$ cat src/rtl/rrtt_pkg.sv
`timescale 1ns / 1ps
// ---------------------------------------------------------------------------
// rrtt_pkg
// Types and constants shared by the round-robin task table.
// ---------------------------------------------------------------------------
package rrtt_pkg;

    localparam int DATA_W = 32;
    localparam int SLOT_W = 4;

    typedef enum logic {
        KIND_CREATE   = 1'b0,
        KIND_SCHEDULE = 1'b1
    } t_kind;

    typedef enum logic [1:0] {
        ST_OK    = 2'd0,
        ST_FULL  = 2'd1,
        ST_EMPTY = 2'd2
    } t_status;

    typedef enum logic {
        S_IDLE = 1'b0,
        S_READ = 1'b1
    } t_state;

    // Decision made by the slot scheduler for one word
    typedef struct packed {
        t_status status;
        logic    wr_new;   // store both pointers into the free slot
        logic    wr_cur;   // save context into the current slot
        logic    rd_sel;   // read the selected slot
        logic    fwd;      // selected slot is the one being saved
    } t_sched_dec;

endpackage

$ cat src/rtl/rrtt_if.sv
`timescale 1ns / 1ps
// ---------------------------------------------------------------------------
// rrtt_in_if / rrtt_out_if
// Valid/ready channels for task commands and their results.
// ---------------------------------------------------------------------------
interface rrtt_in_if;
    logic                        valid;
    logic                        ready;
    logic                        kind;
    logic [rrtt_pkg::DATA_W-1:0] context_ptr;
    logic [rrtt_pkg::DATA_W-1:0] kernel_stack;

    modport source (output valid, kind, context_ptr, kernel_stack, input ready);
    modport sink   (input valid, kind, context_ptr, kernel_stack, output ready);
endinterface

interface rrtt_out_if;
    logic                        valid;
    logic                        ready;
    logic [1:0]                  status;
    logic [rrtt_pkg::SLOT_W-1:0] slot;
    logic [rrtt_pkg::DATA_W-1:0] context_out;
    logic [rrtt_pkg::DATA_W-1:0] kernel_stack_out;

    modport source (output valid, status, slot, context_out, kernel_stack_out, input ready);
    modport sink   (input valid, status, slot, context_out, kernel_stack_out, output ready);
endinterface

$ cat src/rtl/rrtt_ram.sv
`timescale 1ns / 1ps
// ---------------------------------------------------------------------------
// rrtt_ram
// Simple dual-port synchronous RAM, registered read, read-before-write.
// ---------------------------------------------------------------------------
module rrtt_ram #(
    parameter int DEPTH = 16,
    parameter int WIDTH = 32,
    parameter int AW    = $clog2(DEPTH)
) (
    input  logic             i_clk,
    input  logic             i_we,
    input  logic [AW-1:0]    i_waddr,
    input  logic [WIDTH-1:0] i_wdata,
    input  logic             i_re,
    input  logic [AW-1:0]    i_raddr,
    output logic [WIDTH-1:0] o_rdata
);

    logic [WIDTH-1:0] r_mem [DEPTH];
    logic [WIDTH-1:0] r_rdata;

    always_ff @(posedge i_clk) begin
        if (i_we) begin
            r_mem[i_waddr] <= i_wdata;
        end
    end

    // Hold read data until the next read
    always_ff @(posedge i_clk) begin
        if (i_re) begin
            r_rdata <= r_mem[i_raddr];
        end
    end

    assign o_rdata = r_rdata;

endmodule

$ cat src/rtl/rrtt_sched.sv
`timescale 1ns / 1ps
// ---------------------------------------------------------------------------
// rrtt_sched
// Slot bookkeeping: used marks, current slot, free-slot and round-robin search.
// ---------------------------------------------------------------------------
module rrtt_sched #(
    parameter int SLOTS = 16,
    parameter int IDX_W = $clog2(SLOTS)
) (
    input  logic                 i_clk,
    input  logic                 i_rst_n,
    input  logic                 i_go,
    input  rrtt_pkg::t_kind      i_kind,
    output rrtt_pkg::t_sched_dec o_dec,
    output logic [IDX_W-1:0]     o_free_idx,
    output logic [IDX_W-1:0]     o_cur_idx,
    output logic [IDX_W-1:0]     o_sel_idx
);

    logic [SLOTS-1:0] r_used;
    logic [SLOTS-1:0] n_used;
    logic [IDX_W-1:0] r_cur;
    logic [IDX_W-1:0] n_cur;
    logic             r_first;
    logic             n_first;

    logic             free_found;
    logic [IDX_W-1:0] free_idx;
    logic [IDX_W-1:0] start_idx;
    logic             hi_found;
    logic [IDX_W-1:0] hi_idx;
    logic             lo_found;
    logic [IDX_W-1:0] lo_idx;
    logic [IDX_W-1:0] sel_idx;

    // Lowest free slot
    always_comb begin
        free_found = 1'b0;
        free_idx   = '0;
        for (int i = SLOTS - 1; i >= 0; i--) begin
            if (!r_used[i]) begin
                free_found = 1'b1;
                free_idx   = IDX_W'(i);
            end
        end
    end

    // Next used slot at or after start_idx, else wrap to the lowest used slot
    always_comb begin
        if (r_first) begin
            start_idx = r_cur;
        end else if (r_cur == IDX_W'(SLOTS - 1)) begin
            start_idx = '0;
        end else begin
            start_idx = r_cur + 1'b1;
        end
        hi_found = 1'b0;
        hi_idx   = '0;
        lo_found = 1'b0;
        lo_idx   = '0;
        for (int i = SLOTS - 1; i >= 0; i--) begin
            if (r_used[i]) begin
                lo_found = 1'b1;
                lo_idx   = IDX_W'(i);
                if (IDX_W'(i) >= start_idx) begin
                    hi_found = 1'b1;
                    hi_idx   = IDX_W'(i);
                end
            end
        end
        sel_idx = hi_found ? hi_idx : lo_idx;
    end

    always_comb begin
        o_dec   = '{status: rrtt_pkg::ST_OK, default: 1'b0};
        n_used  = r_used;
        n_cur   = r_cur;
        n_first = r_first;
        unique case (i_kind)
            rrtt_pkg::KIND_CREATE: begin
                o_dec.status = free_found ? rrtt_pkg::ST_OK : rrtt_pkg::ST_FULL;
                o_dec.wr_new = free_found;
                if (i_go && free_found) begin
                    n_used[free_idx] = 1'b1;
                end
            end
            rrtt_pkg::KIND_SCHEDULE: begin
                o_dec.status = lo_found ? rrtt_pkg::ST_OK : rrtt_pkg::ST_EMPTY;
                o_dec.rd_sel = lo_found;
                o_dec.wr_cur = lo_found && !r_first;
                o_dec.fwd    = lo_found && !r_first && (sel_idx == r_cur);
                if (i_go && lo_found) begin
                    n_cur   = sel_idx;
                    n_first = 1'b0;
                end
            end
            default: begin
                o_dec.status = rrtt_pkg::ST_OK;
            end
        endcase
    end

    always_ff @(posedge i_clk) begin
        if (!i_rst_n) begin
            r_used  <= '0;
            r_cur   <= '0;
            r_first <= 1'b1;
        end else begin
            r_used  <= n_used;
            r_cur   <= n_cur;
            r_first <= n_first;
        end
    end

    assign o_free_idx = free_idx;
    assign o_cur_idx  = r_cur;
    assign o_sel_idx  = sel_idx;

endmodule

$ cat src/rtl/round_robin_task_table_unit.sv
`timescale 1ns / 1ps
// ---------------------------------------------------------------------------
// round_robin_task_table_unit
// Task table with lowest-free-slot create and round-robin context switch.
// ---------------------------------------------------------------------------
// In the accept cycle the slot search runs over the used marks, the slot
// memories are written and the selected slot is read. In the read state,
// once the result register is free, the registered read data of the context
// and kernel stack memories is loaded into the result register. The input is
// ready again once the result register has taken the word, so a stalled
// output adds its stall cycles to the next word. A result on create echoes
// the stored pointers; a failed create or schedule returns zero slot and
// pointers. A context saved and selected by the same tick is forwarded. No
// clearing pass is needed after reset.
module round_robin_task_table_unit #(
    parameter int SLOTS = 16
) (
    input  logic              i_clk,
    input  logic              i_rst_n,
    rrtt_in_if.sink           i_in,
    rrtt_out_if.source        o_out
);

    localparam int IDX_W = $clog2(SLOTS);

    rrtt_pkg::t_state     r_state;
    rrtt_pkg::t_state     n_state;
    rrtt_pkg::t_sched_dec dec;
    rrtt_pkg::t_kind      in_kind;

    logic [IDX_W-1:0] free_idx;
    logic [IDX_W-1:0] cur_idx;
    logic [IDX_W-1:0] sel_idx;
    logic             in_accept;
    logic             out_free;
    logic             out_load;

    logic                        ctx_we;
    logic [IDX_W-1:0]            ctx_waddr;
    logic [rrtt_pkg::DATA_W-1:0] ctx_rdata;
    logic [rrtt_pkg::DATA_W-1:0] ks_rdata;

    rrtt_pkg::t_status           r_status;
    rrtt_pkg::t_kind             r_kind;
    logic                        r_fwd;
    logic [IDX_W-1:0]            r_slot;
    logic [rrtt_pkg::DATA_W-1:0] r_ctx;
    logic [rrtt_pkg::DATA_W-1:0] r_ks;

    logic                        r_out_valid;
    rrtt_pkg::t_status           r_out_status;
    logic [rrtt_pkg::SLOT_W-1:0] r_out_slot;
    logic [rrtt_pkg::DATA_W-1:0] r_out_ctx;
    logic [rrtt_pkg::DATA_W-1:0] r_out_ks;
    logic [IDX_W+rrtt_pkg::SLOT_W-1:0] slot_ext;

    assign in_kind   = rrtt_pkg::t_kind'(i_in.kind);
    assign in_accept = i_in.valid && i_in.ready;
    assign out_free  = !r_out_valid || o_out.ready;

    rrtt_sched #(
        .SLOTS (SLOTS),
        .IDX_W (IDX_W)
    ) u_sched (
        .i_clk      (i_clk),
        .i_rst_n    (i_rst_n),
        .i_go       (in_accept),
        .i_kind     (in_kind),
        .o_dec      (dec),
        .o_free_idx (free_idx),
        .o_cur_idx  (cur_idx),
        .o_sel_idx  (sel_idx)
    );

    assign ctx_we    = in_accept && (dec.wr_new || dec.wr_cur);
    assign ctx_waddr = dec.wr_new ? free_idx : cur_idx;

    rrtt_ram #(
        .DEPTH (SLOTS),
        .WIDTH (rrtt_pkg::DATA_W),
        .AW    (IDX_W)
    ) u_ctx_ram (
        .i_clk   (i_clk),
        .i_we    (ctx_we),
        .i_waddr (ctx_waddr),
        .i_wdata (i_in.context_ptr),
        .i_re    (in_accept && dec.rd_sel),
        .i_raddr (sel_idx),
        .o_rdata (ctx_rdata)
    );

    rrtt_ram #(
        .DEPTH (SLOTS),
        .WIDTH (rrtt_pkg::DATA_W),
        .AW    (IDX_W)
    ) u_ks_ram (
        .i_clk   (i_clk),
        .i_we    (in_accept && dec.wr_new),
        .i_waddr (free_idx),
        .i_wdata (i_in.kernel_stack),
        .i_re    (in_accept && dec.rd_sel),
        .i_raddr (sel_idx),
        .o_rdata (ks_rdata)
    );

    // Sequencer
    always_comb begin
        n_state    = r_state;
        i_in.ready = 1'b0;
        out_load   = 1'b0;
        unique case (r_state)
            rrtt_pkg::S_IDLE: begin
                i_in.ready = 1'b1;
                if (i_in.valid) begin
                    n_state = rrtt_pkg::S_READ;
                end
            end
            rrtt_pkg::S_READ: begin
                out_load = out_free;
                if (out_free) begin
                    n_state = rrtt_pkg::S_IDLE;
                end
            end
            default: begin
                n_state = rrtt_pkg::S_IDLE;
            end
        endcase
    end

    always_ff @(posedge i_clk) begin
        if (!i_rst_n) begin
            r_state <= rrtt_pkg::S_IDLE;
        end else begin
            r_state <= n_state;
        end
    end

    // Hold the decision and the incoming pointers for the result cycle
    always_ff @(posedge i_clk) begin
        if (in_accept) begin
            r_status <= dec.status;
            r_kind   <= in_kind;
            r_fwd    <= dec.fwd;
            r_slot   <= (in_kind == rrtt_pkg::KIND_CREATE) ? free_idx : sel_idx;
            r_ctx    <= i_in.context_ptr;
            r_ks     <= i_in.kernel_stack;
        end
    end

    assign slot_ext = {{rrtt_pkg::SLOT_W{1'b0}}, r_slot};

    always_ff @(posedge i_clk) begin
        if (!i_rst_n) begin
            r_out_valid <= 1'b0;
        end else if (out_load) begin
            r_out_valid <= 1'b1;
        end else if (o_out.ready) begin
            r_out_valid <= 1'b0;
        end
    end

    always_ff @(posedge i_clk) begin
        if (out_load) begin
            r_out_status <= r_status;
            priority if (r_status != rrtt_pkg::ST_OK) begin
                r_out_slot <= '0;
                r_out_ctx  <= '0;
                r_out_ks   <= '0;
            end else if (r_kind == rrtt_pkg::KIND_CREATE) begin
                r_out_slot <= slot_ext[rrtt_pkg::SLOT_W-1:0];
                r_out_ctx  <= r_ctx;
                r_out_ks   <= r_ks;
            end else begin
                r_out_slot <= slot_ext[rrtt_pkg::SLOT_W-1:0];
                r_out_ctx  <= r_fwd ? r_ctx : ctx_rdata;
                r_out_ks   <= ks_rdata;
            end
        end
    end

    assign o_out.valid            = r_out_valid;
    assign o_out.status           = r_out_status;
    assign o_out.slot             = r_out_slot;
    assign o_out.context_out      = r_out_ctx;
    assign o_out.kernel_stack_out = r_out_ks;

endmodule

$ cat src/flat_wrapper.sv
// flat-port wrapper written by rule: the top's interface ports become plain ports
module round_robin_task_table_unit_flat 
#(
    parameter int SLOTS = 16
)
  (i_clk, i_rst_n, i_in_valid, i_in_kind, i_in_context_ptr, i_in_kernel_stack, i_in_ready, o_out_valid, o_out_status, o_out_slot, o_out_context_out, o_out_kernel_stack_out, o_out_ready);
  rrtt_in_if i_in_i ();
  rrtt_out_if o_out_i ();
  input  logic i_clk;
  input  logic i_rst_n;
  input wire logic [$bits(i_in_i.valid)-1:0] i_in_valid;
  input wire logic [$bits(i_in_i.kind)-1:0] i_in_kind;
  input wire logic [$bits(i_in_i.context_ptr)-1:0] i_in_context_ptr;
  input wire logic [$bits(i_in_i.kernel_stack)-1:0] i_in_kernel_stack;
  output wire logic [$bits(i_in_i.ready)-1:0] i_in_ready;
  output wire logic [$bits(o_out_i.valid)-1:0] o_out_valid;
  output wire logic [$bits(o_out_i.status)-1:0] o_out_status;
  output wire logic [$bits(o_out_i.slot)-1:0] o_out_slot;
  output wire logic [$bits(o_out_i.context_out)-1:0] o_out_context_out;
  output wire logic [$bits(o_out_i.kernel_stack_out)-1:0] o_out_kernel_stack_out;
  input wire logic [$bits(o_out_i.ready)-1:0] o_out_ready;
  assign i_in_i.valid = i_in_valid;
  assign i_in_i.kind = i_in_kind;
  assign i_in_i.context_ptr = i_in_context_ptr;
  assign i_in_i.kernel_stack = i_in_kernel_stack;
  assign i_in_ready = i_in_i.ready;
  assign o_out_valid = o_out_i.valid;
  assign o_out_status = o_out_i.status;
  assign o_out_slot = o_out_i.slot;
  assign o_out_context_out = o_out_i.context_out;
  assign o_out_kernel_stack_out = o_out_i.kernel_stack_out;
  assign o_out_i.ready = o_out_ready;
  round_robin_task_table_unit #(.SLOTS(SLOTS)) u_core (.i_clk(i_clk), .i_rst_n(i_rst_n), .i_in(i_in_i), .o_out(o_out_i));
endmodule
$ cat config.mk
export PLATFORM = sky130hd
export DESIGN_NAME = round_robin_task_table_unit_flat
export DESIGN_NICKNAME = d
export VERILOG_FILES = /design/src/rtl/rrtt_pkg.sv /design/src/rtl/rrtt_if.sv /design/src/rtl/rrtt_ram.sv /design/src/rtl/rrtt_sched.sv /design/src/rtl/round_robin_task_table_unit.sv /design/src/flat_wrapper.sv
export SDC_FILE = /design/constraint.sdc
export NUM_CORES = 1
export LEC_CHECK = 0
export BUFFER_PORTS_ARGS = -buffer_cell sky130_fd_sc_hd__buf_2
export CORE_MARGIN = 2
export CORE_UTILIZATION = 25
export DETAILED_ROUTE_END_ITERATION = 16
export SLEW_MARGIN = 20
export SYNTH_ARGS = -nofsm -noshare
export SYNTH_HDL_FRONTEND = slang
export SYNTH_HIERARCHICAL = 1
export SYNTH_SLANG_ARGS = --single-unit
export TNS_END_PERCENT = 50
$ cat constraint.sdc
create_clock -name i_clk -period 6.8 [get_ports i_clk]
set_input_delay 0.34 -clock i_clk [delete_from_list [all_inputs] [get_ports i_clk]]
set_output_delay 0.34 -clock i_clk [all_outputs]
set_load 0.01 [all_outputs]
==> Word level (Yosys, flattened, before mapping) <==
Memory sizes are Yosys's and may differ from the RTL's. A register that Yosys moved wholly into a read port is not among the register bits.
Index checks and enable logic that the tools add are counted.
{ "word_totals": {"register_bits": 165, "ramBits": 1024, "inputBits": 69, "wordCells": 212, "mem_count": 2} }
{ "op_classes": {"addsub": 1, "order_cmp": 18, "n_eq_ne": 2, "mux": 154, "n_bitwise": 3, "n_reduce_logical": 17} }
{ "mem_list": {"columns": ["name", "depth", "width", "read_ports", "rd_ports_with_merged_regs", "wr", "line_no", "source"], "rows": [
  ["u_core.u_ctx_ram.r_mem", 16, 32, 1, 1, 1, "rrtt_ram.sv:20", "logic [WIDTH-1:0] r_mem [DEPTH];"],
  ["u_core.u_ks_ram.r_mem", 16, 32, 1, 1, 1, "rrtt_ram.sv:20", null]
]} }
{ "op_table": {"columns": ["cell", "count"], "rows": [
  ["2-to-1 mux 4 bit", 69],
  ["2-to-1 mux 32 bit", 3],
  ["2-to-1 mux 1 bit", 77],
  [">= comparator 4 bit (first input constant)", 8],
  [">= comparator 3 x 4 -> 1 bit (first input constant)", 4],
  ["OR 16 bit", 1],
  ["logical AND 1 bit", 9],
  [">= comparator 1 x 4 -> 1 bit (first input constant)", 2],
  [">= comparator 2 x 4 -> 1 bit (first input constant)", 2],
  ["less-than comparator 4 x 5 -> 1 bit (second input constant)", 1],
  ["adder 4 x 1 -> 4 bit (second input constant)", 1],
  ["demux 1 bit (select 4 bit)", 1],
  ["== test 4 bit", 1],
  ["== test 4 bit (second input constant)", 1],
  [">= comparator 4 x 1 -> 1 bit (second input constant)", 1],
  ["case mux 2 bit (2 select lines)", 1],
  ["AND reduction 2 bit", 2],
  ["nonzero test 2 bit", 2],
  ["2-to-1 mux 3 bit", 1],
  ["zero test 1 bit", 2],
  ["logical OR 1 bit", 2],
  ["2-to-1 mux 2 bit", 1],
  ["NOT 1 bit", 2],
  ["case mux 1 bit (2 select lines)", 1]
]} }

==> Depth between registers and ports, before layout <==
Gate-level depths: netlist of run 1.
{ "depth": {"word_depth": 44, "mapped_depth": 15} }

==> Hierarchy <==
Netlist of run 1, hierarchy kept.
{ "by_module_without_submodules": {"columns": ["mod", "instances", "cells_per_inst", "area_each_um2"], "rows": [
  ["rrtt_ram (u_core.u_ks_ram)", 1, 838, 20174.3],
  ["rrtt_ram (u_core.u_ctx_ram)", 1, 838, 20155.6],
  ["round_robin_task_table_unit", 1, 348, 5450.2],
  ["rrtt_sched", 1, 267, 2070.7]
]} }

==> Worst setup path after synthesis of run 1 <==
Ideal clock, no wire load.
{ "synth_path": {"path_kind": "reg2reg", "startpoint": "reg u_core.r_state", "endpoint": "mem u_core.u_ks_ram.r_mem[0][0] (enable)", "setup_time_ns": 0.461, "arrival_time_ns": 6.906, "required_ns": 6.339, "setup_slack_ns": -0.567, "stages_incl_launch_ff": 5, "n_path_buf": 0, "cell_sequence": "dfxtp_1 -> nor2b_1 -> and2_1 -> or3b_2 -> nor3_1"} }
{ "synth_via": {"elab_chain_len": 5} }
{ "synth_lines": {"columns": ["item", "line_no", "source"], "rows": [
  ["start, declared", "round_robin_task_table_unit.sv:26", "rrtt_pkg::t_state r_state;"],
  ["start signal, assigned", "round_robin_task_table_unit.sv:132", "r_state <= rrtt_pkg::S_IDLE;"],
  ["start signal, assigned", "round_robin_task_table_unit.sv:134", "r_state <= n_state;"],
  ["2-to-1 mux 1 bit", "round_robin_task_table_unit.sv:111", "unique case (r_state)"],
  ["logical AND 1 bit", "round_robin_task_table_unit.sv:58", "assign in_accept = i_in.valid && i_in.ready;"],
  ["named net u_core.in_accept", "round_robin_task_table_unit.sv:34", "logic in_accept;"],
  ["logical AND 1 bit", "round_robin_task_table_unit.sv:98", ".i_we (in_accept && dec.wr_new),"],
  ["2-to-1 mux 1 bit", "rrtt_ram.sv:24", "if (i_we) begin"],
  ["2-to-1 mux 1 bit (not written as such)", "rrtt_ram.sv:25", "r_mem[i_waddr] <= i_wdata;"],
  ["end, declared", "rrtt_ram.sv:20", null]
]} }
The timed path passes the listed nets, and every way through them passes these cells.

==> Worst setup path after layout of run 1 <==
{ "layout_path": {"startpoint": "reg u_core.u_sched.r_cur[0] (netlist: u_core/u_sched/o_cur_idx[0])", "endpoint": "reg u_core.u_ctx_ram.r_rdata[0] (netlist: u_core/u_ctx_ram/o_rdata[0]), read port of u_core.u_ctx_ram.r_mem (data pin)"} }
{ "layout_via": {"elab_chain_len": 37, "word_cells_on_any_way": 85, "classes_between": "add/sub (1); order compare (16); eq/ne (1); mux (67)"} }
{ "layout_lines": {"columns": ["item", "line_no", "source"], "rows": [
  ["start, declared", "rrtt_sched.sv:22", "logic [IDX_W-1:0] r_cur;"],
  ["start signal, assigned", "rrtt_sched.sv:110", "r_cur <= n_cur;"],
  ["adder 4 x 1 -> 4 bit / == test 4 bit (equally long branches)", "rrtt_sched.sv:55, rrtt_sched.sv:52", null],
  ["2-to-1 mux 4 bit", "rrtt_sched.sv:52", "end else if (r_cur == IDX_W'(SLOTS - 1)) begin"],
  ["2-to-1 mux 4 bit (*)", "rrtt_sched.sv:50", "if (r_first) begin"],
  [">= comparator 4 bit", "rrtt_sched.sv:65", "if (IDX_W'(i) >= start_idx) begin"],
  ["2-to-1 mux 4 bit / 2-to-1 mux 1 bit (equally long branches)", "rrtt_sched.sv:65", null],
  ["2-to-1 mux 4 bit / 2-to-1 mux 1 bit (equally long branches)", "rrtt_sched.sv:62", "if (r_used[i]) begin"],
  ["2-to-1 mux 4 bit / 2-to-1 mux 1 bit (equally long branches)", "rrtt_sched.sv:65", null],
  ["2-to-1 mux 4 bit / 2-to-1 mux 1 bit (equally long branches)", "rrtt_sched.sv:62", null],
  ["[... 22 more ...]", null, null],
  ["2-to-1 mux 4 bit / 2-to-1 mux 1 bit (equally long branches)", "rrtt_sched.sv:65", null],
  ["2-to-1 mux 4 bit / 2-to-1 mux 1 bit (equally long branches)", "rrtt_sched.sv:62", null],
  ["2-to-1 mux 4 bit / 2-to-1 mux 1 bit (equally long branches)", "rrtt_sched.sv:65", null],
  ["2-to-1 mux 4 bit / 2-to-1 mux 1 bit (equally long branches)", "rrtt_sched.sv:62", null],
  ["2-to-1 mux 4 bit / 2-to-1 mux 1 bit (equally long branches)", "rrtt_sched.sv:65", null],
  ["2-to-1 mux 4 bit / 2-to-1 mux 1 bit (equally long branches)", "rrtt_sched.sv:62", null],
  ["2-to-1 mux 4 bit (*)", "rrtt_sched.sv:71", "sel_idx = hi_found ? hi_idx : lo_idx;"],
  ["named net u_core.sel_idx[0]", "round_robin_task_table_unit.sv:33", "logic [IDX_W-1:0] sel_idx;"],
  ["end, declared", "rrtt_ram.sv:21", "logic [WIDTH-1:0] r_rdata;"]
]} }
Mark *: on every way through the listed nets, which the timed path passes. The rest lies on a longest branch.
A chain may end at the register's enable or synchronous reset.

==> out/qor.txt, run 1 <==
Fin util - 29.72%
Register share of total power - 54.0%
Vias per cell - 4.568
Max Cap Viol - 0
Number of setup buffers added after CTS - 0
Crit path kind - register to register
DRT Pass-1 Iters - 5
Initial cell density of the core - 25.16%
Overall routing resource usage - 11.78%
Global-route wire length before repair - 167.9 mm
Worst hold endpoint - u_core/u_ctx_ram/r_mem[7][29]$_DFFE_PP_
Root buffer cell - clkbuf_16
CORE AREA - 190,200 um2
Reg2reg start - u_core/u_sched/o_cur_idx[0]$_SDFFE_PN0P_
Cell count after synthesis - 2,291
Ys async rst share - 0%
Hold path start - i_in_context_ptr[29]
Endpoints failing setup - 0
Die width - 441.5 um
Height of the die - 441.5 um
Ys flop type - edfxtp_1
Most numerous cell in the Yosys netlist - edfxtp_1
Worst Path Required - 7.23 ns
CTS Sinks - 1,253
Remaining antenna violation count after routing - 0
First-iteration detailed-routing DRC count - 2,465
Static Leak - 17.39 nW
Top cell type by total area after synthesis - edfxtp_1
Drt total wl - 117.9 mm
Pint - 12.57 mW
Worst-Margin Slew - 1.121 ns
Crit share post-route - 77.56%
Register area share after synthesis - 78.15%
Power per cell area - 281.8 nW/um2
Yosys warns - 6
WL/cell - 22.79 um
Avg Cell Area, Syn - 20.89 um2
Clock network power share - 41.3%
Reg-to-reg critical path endpoint - u_core/u_ctx_ram/o_rdata[0]$_DFFE_PP_
Total global routing overflow - 0
Top cell type's share of synthesized area - 77.19%
Setup_tns - 0 ns
Max Buffers Root-to-Sink - 3
Hold path depth - 1
Fin crit period - 5.274 ns
Dpl cell area - 51,940 um2
Routed vias - 23.63k
WHS - 0.05315 ns
Max Clock Freq - 0.1896 GHz
Post-Layout Inst Area - 56,520 um2
Post-Syn Nets - 2,361
Setup Skew - 0.08390 ns
Sw Pwr - 3.358 mW
Slew headroom - 25.07%
Final Hold Fails - 0
Initial antenna violation count - 10
Share of post-route cells with drive strength above 1 - 26.84%
CTS Buf Count - 121
# IOs - 141
H-Tree Depth - 3
Synthesized cell area - 47,850 um2
DRC Markers - 0
Unrepaired setup endpoints after global routing - false
Cell Rows - 160
Placed insts - 4,880
Hpwl dp - 60.14 mm
Clock latency on the worst-skew pair - 0.76 ns
Critical path arrival - 5.71 ns
Startpoint Class - register
Post-synth EDFFs - 1,230
Sw frac - 21.09%
Nets - 2,628
Worst reg-to-reg path cell count - 12
Worst setup margin - 1.526 ns
FF+latch count, synth - 1,253
Area grow syn2layout - 18.11%
Full die area - 194,900 um2
CP Capture Type - register
Critical Path Fanout Max - 64
Hold crit path type - input pin to register
Post-CTS sizing - 0
Number of global-route vias before repair - 23.80k
IO buf count - 140
Cell variety after synth - 83
Pre-CTS setup slack - 1.542 ns
Result of the run - completed
Final Max Slew Viols - 0
Pwr Total - 15.92 mW
Combinational share of power - 4.7%
Synth top area cells - edfxtp_1 (77%), mux4_2 (12%), a22oi_1 (2.0%)
Fillers - 18.42k
Commonest cells post-synth - edfxtp_1 (1,230), mux4_2 (256), nand2_1 (150)
Largest net degree at the start of global routing - 87
Max VDD drop - 0.2226 mV
TritonCTS clock tree - done
RD Place Congestion - 0.7963
Reg-to-reg slack, setup - 1.53 ns
Fin cells - 5,174
Clock slew at reported path FFs - 0.06 ns
-- worst max path at each step --
stage / slack (ns) / from / endpoint
after floorplan: 0.94 / i_in_valid / u_core/u_ks_ram/r_mem[0][0]$_DFFE_PP_
after global placement: 1.74 / u_core/u_sched/o_cur_idx[0]$_SDFFE_PN0P_ / u_core/u_ctx_ram/o_rdata[30]$_DFFE_PP_
after detailed placement: 1.54 / u_core/u_sched/o_cur_idx[0]$_SDFFE_PN0P_ / u_core/u_ctx_ram/o_rdata[30]$_DFFE_PP_
after CTS: 1.46 / u_core/u_sched/o_cur_idx[0]$_SDFFE_PN0P_ / u_core/u_ctx_ram/o_rdata[23]$_DFFE_PP_
after global routing: 1.17 / u_core/u_sched/o_cur_idx[0]$_SDFFE_PN0P_ / u_core/u_ks_ram/o_rdata[10]$_DFFE_PP_
final: 1.53 / u_core/u_sched/o_cur_idx[0]$_SDFFE_PN0P_ / u_core/u_ctx_ram/o_rdata[0]$_DFFE_PP_
-- critical path: stages (launching register included) --
cell and delay [ns]:
dfxtp_1 0.63, ha_1 0.38, nor2b_1 0.19, xnor2_1 0.30, nor4_1 0.51, o31ai_2 0.17
nor4b_4 0.43, a41oi_1 0.17, a21oi_4 0.73, buf_12 0.52, mux4_2 0.57, a22oi_1 0.20
nand2_1 0.06
-- cells in the final DEF, fill, tap and decap left out, types with 50 or more instances in the layout --
cell | synthesis | layout
edfxtp_1 | 1230 | 1230
mux4_2 | 256 | 256
nand2_1 | 150 | 150
buf_2 | 22 | 140
a22oi_1 | 128 | 128
clkbuf_16 | 0 | 121
dlygate4sd3_1 | 0 | 66
buf_4 | 25 | 55
nor2_1 | 77 | 50
a21oi_1 | 50 | 50
-- area by class of cell --
cell class / instances / area [um2] / share of cell area, %
timing repair buffer: 271 / 1982 / 3.507
sequential: 1253 / 37400 / 66.17
clock inverter: 76 / 768.2 / 1.359
inverter: 11 / 41.29 / 0.07306
clock buffer: 149 / 3133 / 5.543
multi-input combinational: 900 / 10050 / 17.78
tap: 2511 / 3142 / 5.559
antenna: 3 / 7.507 / 0.01328
-- routing by layer --
layer / vias up / GRT usage, % / share of wire (%)
li1: 10010 / - / -
met1: 12640 / 15.75 / 42
met2: 772 / 19.46 / 49
met3: 199 / 1.739 / 5.6
met4: 6 / 4.219 / 2.8
met5: - / 0 / 0.027
-- cell families (layout without fill, tap and decap cells) --
kind of cell               after synthesis  after routing  share of synthesized area, %
AOI/OAI and AO/OA                      259            259                         3.886
xor gates and xnor gates                 5              5                       0.09151
adders and majority gates                1              1                       0.02614
buffers and inverters                  138            507                         1.540
DFF                                   1253           1253                         78.15
muxes                                  304            304                         13.09
other                                    0              3                             0
and+or+nand+nor                        331            331                         3.216
-- power by group through the flow --
stage          Combinational, mW  Clock (mW)  Sequential (mW)
2_1_floorplan              0.455           0             8.77
3_3_place_gp               0.711           0             8.76
3_5_place_dp               0.724           0             8.77
4_1_cts                    0.760        6.74             8.60
5_1_grt                    0.808        7.01             8.60
6_report                   0.741        6.58             8.60
-- sequential cells by signal (all words and copies together) (netlist names) --
register                       cells
u_core/u_sched/o_cur_idx           4
u_core/u_ctx_ram/r_mem           512
u_core/o_out.valid                 1
u_core/r_fwd                       1
u_core/r_slot                      4
u_core/o_out.kernel_stack_out     32
u_core/o_out.context_out          32
u_core/r_state                     1
u_core/u_ks_ram/o_rdata           32
u_core/r_ks                       32
u_core/u_ctx_ram/o_rdata          32
u_core/o_out.slot                  4
u_core/r_kind                      1
u_core/u_sched/r_used             16
u_core/u_sched/r_first             1
u_core/r_ctx                      32
u_core/r_status                    2
u_core/u_ks_ram/r_mem            512
u_core/o_out.status                2
-- repair_timing --
item                       4_1_cts  5_1_grt
hold endpoints to repair      1032        0
setup endpoints to repair        0        0
hold buffers                    66        0
No activity file was read; power rests on OpenSTA's default activity.
==> run 2: changes to the inputs <==
Clock period 6.8 ns to 5.2 ns, I/O delays scaled along.
==> run 2 against run 1 <==
  * Critical path depth unchanged
  * Die area unchanged
  * Global-route usage decreased by 0.24 points
  * Combinational power increased by 34%
  * Core utilization increased by 0.25 points
  * Critical endpoint is now u_core/u_ctx_ram/o_rdata[24]$_DFFE_PP_
==> out/qor.txt, run 2 (synthesis gave the netlist of run 1 again) <==
Result of the run - completed (unchanged)
Overall routing resource usage - 11.53% (was 11.78%)
GR peak layer - met2 (unchanged)
Final Max Slew Viols - 0 (unchanged)
Reg2reg start - u_core/u_sched/o_cur_idx[1]$_SDFFE_PN0P_ (was u_core/u_sched/o_cur_idx[0]$_SDFFE_PN0P_)
Fin crit period - 4.741 ns (was 5.274 ns)
GRT met1 Usage - 15.34% (was 15.75%)
First-iteration detailed-routing DRC count - 2,200 (was 2,465)
Clock latency on the worst-skew pair - 0.76 ns (about the same)
Worst Path Required - 5.65 ns (was 7.23 ns)
Hpwl dp - 61.02 mm (was 60.14 mm)
Unrepaired setup endpoints after global routing - false (unchanged)
Met3 global-route usage - 1.816% (was 1.739%)
Drt total wl - 114.9 mm (was 117.9 mm)
Nets - 2,644 (was 2,628)
Stages on the worst setup path - 12 (unchanged)
Reg-to-reg slack, setup - 0.46 ns (was 1.53 ns)
Critical Path Fanout Max - 41 (was 64)
Setup Skew - 0.06080 ns (was 0.08390 ns)
DRC Markers - 0 (unchanged)
Placed insts - 4,896 (was 4,880)
Pre-CTS setup slack - 0.4511 ns (was 1.542 ns)
Number of setup buffers added after CTS - 0 (unchanged)
Fin cells - 5,188 (was 5,174)
Routed vias - 23.57k (was 23.63k)
Largest net degree at the start of global routing - 85 (was 87)
Initial antenna violation count - 4 (was 10)
Height of the die - 441.5 um (unchanged)
Full die area - 194,900 um2 (unchanged)
Max Buffers Root-to-Sink - 3 (unchanged)
Startpoint Class - register (unchanged)
Global-route wire length before repair - 166.1 mm (was 167.9 mm)
Worst setup endpoint - u_core/u_ctx_ram/o_rdata[24]$_DFFE_PP_ (was u_core/u_ctx_ram/o_rdata[0]$_DFFE_PP_)
Leading cell type in the layout, fill and taps excluded - edfxtp_1 (unchanged)
IO buf count - 140 (unchanged)
Endpoints failing setup - 0 (unchanged)
Max Clock Freq - 0.2109 GHz (was 0.1896 GHz)
Worst reg-to-reg path cell count - 12 (unchanged)
Reg-to-reg critical path endpoint - u_core/u_ctx_ram/o_rdata[24]$_DFFE_PP_ (was u_core/u_ctx_ram/o_rdata[0]$_DFFE_PP_)
Max VDD drop - 0.3296 mV (was 0.2226 mV)
Share of post-route cells with drive strength above 1 - 27.15% (was 26.84%)
Final Hold Fails - 0 (unchanged)
Crit path kind - register to register (unchanged)
RD Place Congestion - 0.7922 (was 0.7963)
WL/cell - 22.14 um (was 22.79 um)
Critical path arrival - 5.19 ns (was 5.71 ns)
Slowest cell on crit path - xnor2_1 (was a21oi_4)
Top flop regs - u_core/u_ctx_ram/r_mem (512), u_core/u_ks_ram/r_mem (512) (unchanged)
Number of global-route vias before repair - 23.79k (was 23.80k)
CTS Buf Count - 118 (was 121)
Hold Buf Count CTS - 69 (was 66)
Cell family contributing the most delay on the critical path - compound AO/OA/AOI/OAI gates (unchanged)
Hold crit path type - input pin to register (unchanged)
CORE AREA - 190,200 um2 (unchanged)
Most frequent cells in the layout - edfxtp_1 (1,230), mux4_2 (256), nand2_1 (150) (unchanged)
Power per cell area - 371.2 nW/um2 (was 281.8 nW/um2)
H-Tree Depth - 3 (unchanged)
WP buf/inv - 2 (was 1)
Initial cell density of the core - 25.16% (unchanged)
Post-CTS sizing - 0 (unchanged)
Worst setup margin - 0.4593 ns (was 1.526 ns)
# IOs - 141 (unchanged)
Crit share post-route - 91.17% (was 77.56%)
CTS Sinks - 1,253 (unchanged)
Fillers - 18.32k (was 18.42k)
Crit-path max cell delay - 0.78 ns (was 0.73 ns)
CP Capture Type - register (unchanged)
Area grow syn2layout - 19.12% (was 18.11%)
Slew headroom - 28.01% (was 25.07%)
Most frequent cell on the critical path - buf_12
Clock slew at reported path FFs - 0.06 ns (about the same)
Total global routing overflow - 0 (unchanged)
Critical path, cell by cell - ha_1 > nor2b_1 > xnor2_1 > mux2_2 > a222oi_1 > o22ai_1 > a21oi_4 > buf_12 > buf_12 > mux4_2 > a22oi_1 > nand2_1 (was ha_1 > nor2b_1 > xnor2_1 > nor4_1 > o31ai_2 > nor4b_4 > a41oi_1 > a21oi_4 > buf_12 > mux4_2 > a22oi_1 > nand2_1)
Static Leak - 17.54 nW (was 17.39 nW)
Setup_tns - 0 ns (unchanged)
DRT Pass-1 Iters - 6 (was 5)
Die width - 441.5 um (unchanged)
TritonCTS clock tree - done (unchanged)
Remaining antenna violation count after routing - 0 (unchanged)
Root buffer cell - clkbuf_16 (unchanged)
Cell Rows - 160 (unchanged)
Max Cap Viol - 0 (unchanged)
CP Launch Point - u_core/u_sched/o_cur_idx[1]$_SDFFE_PN0P_ (was u_core/u_sched/o_cur_idx[0]$_SDFFE_PN0P_)
Met2 usage - 19.43% (was 19.46%)
Vias per cell - 4.544 (was 4.568)
Worst-Margin Slew - 1.080 ns (was 1.121 ns)
-- run 2: worst min path at each step --
stage,start,end,slack [ns],cells after the start
final,i_in_kernel_stack[0],u_core/u_ks_ram/r_mem[9][0]$_DFFE_PP_,0.43,2
after CTS,i_in_kernel_stack[0],u_core/u_ks_ram/r_mem[7][0]$_DFFE_PP_,0.38,2
after global routing,i_in_context_ptr[17],u_core/u_ctx_ram/r_mem[1][17]$_DFFE_PP_,0.42,2
after global placement,u_core/r_slot[0]$_DFFE_PP_,u_core/o_out.slot[0]$_SDFFCE_PP0P_,0.50,1
after detailed placement,u_core/r_status[0]$_DFFE_PP_,u_core/o_out.status[0]$_DFFE_PP_,0.50,0
after floorplan,i_in_context_ptr[0],u_core/r_ctx[0]$_DFFE_PP_,0.36,0
-- run 2: final cells by class --
class                           instances  area (um2)  area share [%]
Sequential cell                      1253       37400           65.61
Multi-Input combinational cell        900       10090           17.70
Tap cell                             2511        3142           5.512
Clock buffer                          145        3075           5.395
Timing Repair Buffer                  290        2287           4.013
Clock inverter                         75       960.9           1.686
Inverter                               11       41.29         0.07244
Antenna cell                            3       7.507         0.01317
-- run 2: metal layers --
metal	part of all wire, %	wire length [um]	vias up
li1	-	-	10050
met1	43	48910	12710
met2	50	57710	668
met3	5.1	5863	137
met4	2.1	2367	6
met5	0.034	39	-
-- run 2: metrics by stage --
stage,util [%],power [mW],area (um2),hold WS [ns]
floorplan,-,12.06,47890,0.3589
global placement,27.48,12.42,52270,0.5036
detailed placement,27.48,12.44,52270,0.5026
CTS,29.97,21.39,56990,0.3787
global route,29.97,21.83,56990,0.4163
finish,29.97,21.16,57000,0.4314
-- run 2: worst register-to-register path, delay by kind of cell, from the launching register on --
family	cells	cell delay (ns)
and+or+nand+nor	2	0.25
xor gates and xnor gates	1	0.78
DFF	1	0.43
adders and majority gates	1	0.34
muxes	2	0.99
buffers and inverters	2	0.60
AOI/OAI and AO/OA	4	1.10
-- run 2: power by group --
group          total [mW]  internal (mW)  leakage (nW)  switching, mW
sequential           11.2           11.2          11.4         0.0379
combinational       0.992          0.441          4.23          0.551
clock                8.92           5.16          1.95           3.75
total                21.2           16.8          17.5           4.34
==> run 3: changes to the inputs <==
Settings changed: GPL_ROUTABILITY_DRIVEN set to 1, SYNTH_HIERARCHICAL 1 to unset.
==> run 3 against run 2 <==
  * Global-route usage up 1.5 points
  * Die area up 1.6%
  * Synthesized cell count up 42%
  * Register-to-register slack better by 0.24 ns
  * Critical path type unchanged
==> out/qor.txt, run 3 <==
Met2 usage - 22.26% (was 19.43%)
Overall routing resource usage - 13.07% (was 11.53%)
Hpwl dp - 73.45 mm (was 61.02 mm)
Root buffer cell - clkbuf_16 (unchanged)
Height of the die - 444.9 um (was 441.5 um)
Most frequent cell on the critical path - buf_12 (unchanged)
Final Hold Fails - 0 (unchanged)
Total global routing overflow - 0 (unchanged)
Vias per cell - 4.701 (was 4.544)
Slew headroom - 24.84% (was 28.01%)
Max Cap Viol - 0 (unchanged)
Crit share post-route - 86.58% (was 91.17%)
Synthesized cell area - 48,600 um2 (was 47,850 um2)
Yosys warns - 0 (was 6)
Hold crit path type - input pin to register (unchanged)
Top flop regs - u_core.u_ctx_ram.r_mem (512), u_core.u_ks_ram.r_mem (512) (was u_core/u_ctx_ram/r_mem (512), u_core/u_ks_ram/r_mem (512))
FF+latch count, synth - 1,253 (unchanged)
Fin cells - 6,108 (was 5,188)
Critical path, cell by cell - ha_1 > xor2_1 > a31oi_1 > a21boi_1 > o311ai_1 > a211oi_1 > nand2_1 > and2_4 > buf_12 > buf_12 > a21oi_1 > or3_1 > o2111a_1 (was ha_1 > nor2b_1 > xnor2_1 > mux2_2 > a222oi_1 > o22ai_1 > a21oi_4 > buf_12 > buf_12 > mux4_2 > a22oi_1 > nand2_1)
Post-Syn Nets - 3,318 (was 2,361)
Cell Rows - 161 (was 160)
DRT Pass-1 Iters - 5 (was 6)
Die width - 444.9 um (was 441.5 um)
First-iteration detailed-routing DRC count - 3,068 (was 2,200)
CTS Buf Count - 133 (was 118)
TritonCTS clock tree - done (unchanged)
Worst Path Required - 5.68 ns (was 5.65 ns)
Post-CTS sizing - 0 (unchanged)
Top cell type's share of synthesized area - 75.99% (was 77.19%)
Routed vias - 28.71k (was 23.57k)
Largest net degree at the start of global routing - 131 (was 85)
Worst-Margin Slew - 1.125 ns (was 1.080 ns)
Crit path kind - register to register (unchanged)
CTS Sinks - 1,253 (unchanged)
Max Buffers Root-to-Sink - 3 (unchanged)
Startpoint Class - register (unchanged)
Initial antenna violation count - 11 (was 4)
Clock latency on the worst-skew pair - 0.76 ns (about the same)
Clock slew at reported path FFs - 0.06 ns (about the same)
Crit-path max cell delay - 0.62 ns (was 0.78 ns)
CORE AREA - 192,800 um2 (was 190,200 um2)
Remaining antenna violation count after routing - 0 (unchanged)
Share of post-route cells with drive strength above 1 - 13.60% (was 27.15%)
Ys flop type - edfxtp_1 (unchanged)
Cell count after synthesis - 3,248 (was 2,291)
Unrepaired setup endpoints after global routing - false (unchanged)
Power per cell area - 371.6 nW/um2 (was 371.2 nW/um2)
DRC Markers - 0 (unchanged)
Static Leak - 19.37 nW (was 17.54 nW)
Register area share after synthesis - 76.94% (was 78.15%)
H-Tree Depth - 4 (was 3)
Setup Skew - 0.03525 ns (was 0.06080 ns)
Top cell type by total area after synthesis - edfxtp_1 (unchanged)
Met3 global-route usage - 2.049% (was 1.816%)
Cell variety after synth - 68 (was 83)
Global-route wire length before repair - 192.8 mm (was 166.1 mm)
Result of the run - completed (unchanged)
Initial cell density of the core - 25.21% (was 25.16%)
GR peak layer - met2 (unchanged)
Max VDD drop - 0.3112 mV (was 0.3296 mV)
Critical path arrival - 4.99 ns (was 5.19 ns)
Number of global-route vias before repair - 27.89k (was 23.79k)
# IOs - 141 (unchanged)
Endpoints failing setup - 0 (unchanged)
Setup_tns - 0 ns (unchanged)
Placed insts - 5,798 (was 4,896)
Most numerous cell in the Yosys netlist - edfxtp_1 (unchanged)
Avg Cell Area, Syn - 14.96 um2 (was 20.89 um2)
Final Max Slew Viols - 0 (unchanged)
RD Place Congestion - 0.8137 (was 0.7922)
IO buf count - 140 (unchanged)
Most frequent cells in the layout - edfxtp_1 (1,230), nand2_1 (785), a21oi_1 (237) (was edfxtp_1 (1,230), mux4_2 (256), nand2_1 (150))
Area grow syn2layout - 19.16% (was 19.12%)
Full die area - 198,000 um2 (was 194,900 um2)
Ys async rst share - 0% (unchanged)
WL/cell - 21.71 um (was 22.14 um)
Drt total wl - 132.6 mm (was 114.9 mm)
Commonest cells post-synth - edfxtp_1 (1,230), nand2_1 (787), a21oi_1 (237) (was edfxtp_1 (1,230), mux4_2 (256), nand2_1 (150))
Nets - 3,546 (was 2,644)
GRT met1 Usage - 17.15% (was 15.34%)
Synth top area cells - edfxtp_1 (76%), nand2_1 (6.1%), a32oi_1 (3.5%) (was edfxtp_1 (77%), mux4_2 (12%), a22oi_1 (2.0%))
Leading cell type in the layout, fill and taps excluded - edfxtp_1 (unchanged)
Fin crit period - 4.502 ns (was 4.741 ns)
CP Capture Type - register (unchanged)
Post-synth EDFFs - 1,230 (unchanged)
Critical Path Fanout Max - 47 (was 41)
Slowest cell on crit path - dfxtp_1 (was xnor2_1)
Max Clock Freq - 0.2221 GHz (was 0.2109 GHz)
-- run 3: cell count changes in the layout (fill, tap and decap cells not counted), sizes merged, moves of 17 or more --
cell | previous run | this run
clkbuf | 145 | 162
or3 | 3 | 68
a32oi | 1 | 192
o2111a | 0 | 64
mux4 | 256 | 0
mux2i | 37 | 164
a21oi | 51 | 237
nand2 | 151 | 787
a22oi | 129 | 2
-- run 3: logic make-up (layout without fill, tap and decap cells) --
logic type	count (synthesis)	after routing	share of synthesized area (%)
and+or+nand+nor	1013	1013	8.598
adders and majority gates	1	1	0.02574
DFF	1253	1253	76.94
xor gates and xnor gates	6	6	0.1081
other	0	2	0
AOI/OAI and AO/OA	585	585	8.871
buffers and inverters	225	557	2.054
muxes	165	165	3.401
-- run 3: through the flow --
| stage | setup WS (ns) | hold slack [ns] | utilization (%) | total power, mW | area (um2) |
|---|---|---|---|---|---|
| final | 0.6980 | 0.3590 | 30.04 | 21.52 | 57920 |
| after global routing | 0.3719 | 0.3828 | 30.04 | 22.19 | 57910 |
| after CTS | 0.7538 | 0.3025 | 30.04 | 21.74 | 57910 |
| after detailed placement | 0.7852 | 0.5153 | 27.43 | 12.29 | 52890 |
| after global placement | 0.8403 | 0.4943 | 27.43 | 12.27 | 52890 |
| after floorplan | 1.013 | 0.3589 | - | 11.87 | 48600 |
-- run 3: worst paths after layout --
| kind | start | slack, ns | depth (start not counted) | end |
|---|---|---|---|---|
| setup / recovery | u_core.u_sched.o_cur_idx[1]$_SDFFE_PN0P_ | 0.70 | 13 | u_core.u_ks_ram.o_rdata[10]$_DFFE_PP_ |
| setup reg to reg | u_core.u_sched.o_cur_idx[1]$_SDFFE_PN0P_ | 0.70 | 13 | u_core.u_ks_ram.o_rdata[10]$_DFFE_PP_ |
| hold reg to reg | u_core.r_slot[0]$_DFFE_PP_ | 0.53 | 1 | u_core.o_out.slot[0]$_SDFFCE_PP0P_ |
| hold / removal | o_out_ready | 0.36 | 4 | u_core.o_out.valid$_SDFFE_PN0P_ |
-- run 3: final cells by class --
class / count / area (um2)
flip-flops and latches: 1253 / 37400
clock inverters: 77 / 845.8
fillers: 18900 / 134900
multi-input cells: 1770 / 10530
diodes: 2 / 5.005
inverters: 15 / 56.30
well taps: 2526 / 3161
repair buffers: 303 / 2435
clock buffers: 162 / 3488
-- run 3: worst max-delay path, delay by kind of cell (launching register included) --
family          cells  cell delay, ns
compound gates      6            1.54
simple gates        3            0.85
flops               1            0.62
buf+inv             2            0.54
fa+ha+maj           1            0.44
xor+xnor            1            0.15
-- run 3: timing repair --
item                       CTS  global route
hold buffers                69             0
hold endpoints to repair  1096             0
buffers inserted             0             0
-- run 3: report_power, final --
group	internal (mW)	leakage [nW]	switching (mW)	total (mW)
logic	0.263	5.91	0.569	0.832
registers	11.2	11.3	0.0427	11.3
clock network	5.31	2.12	4.10	9.41
total	16.8	19.4	4.71	21.5
-- run 3: metal layers --
metal / share of wire (%) / wire [um]
met2: 50 / 65890
met4: 2.4 / 3183
met3: 5.7 / 7553
met5: 0.0098 / 13
met1: 42 / 55980
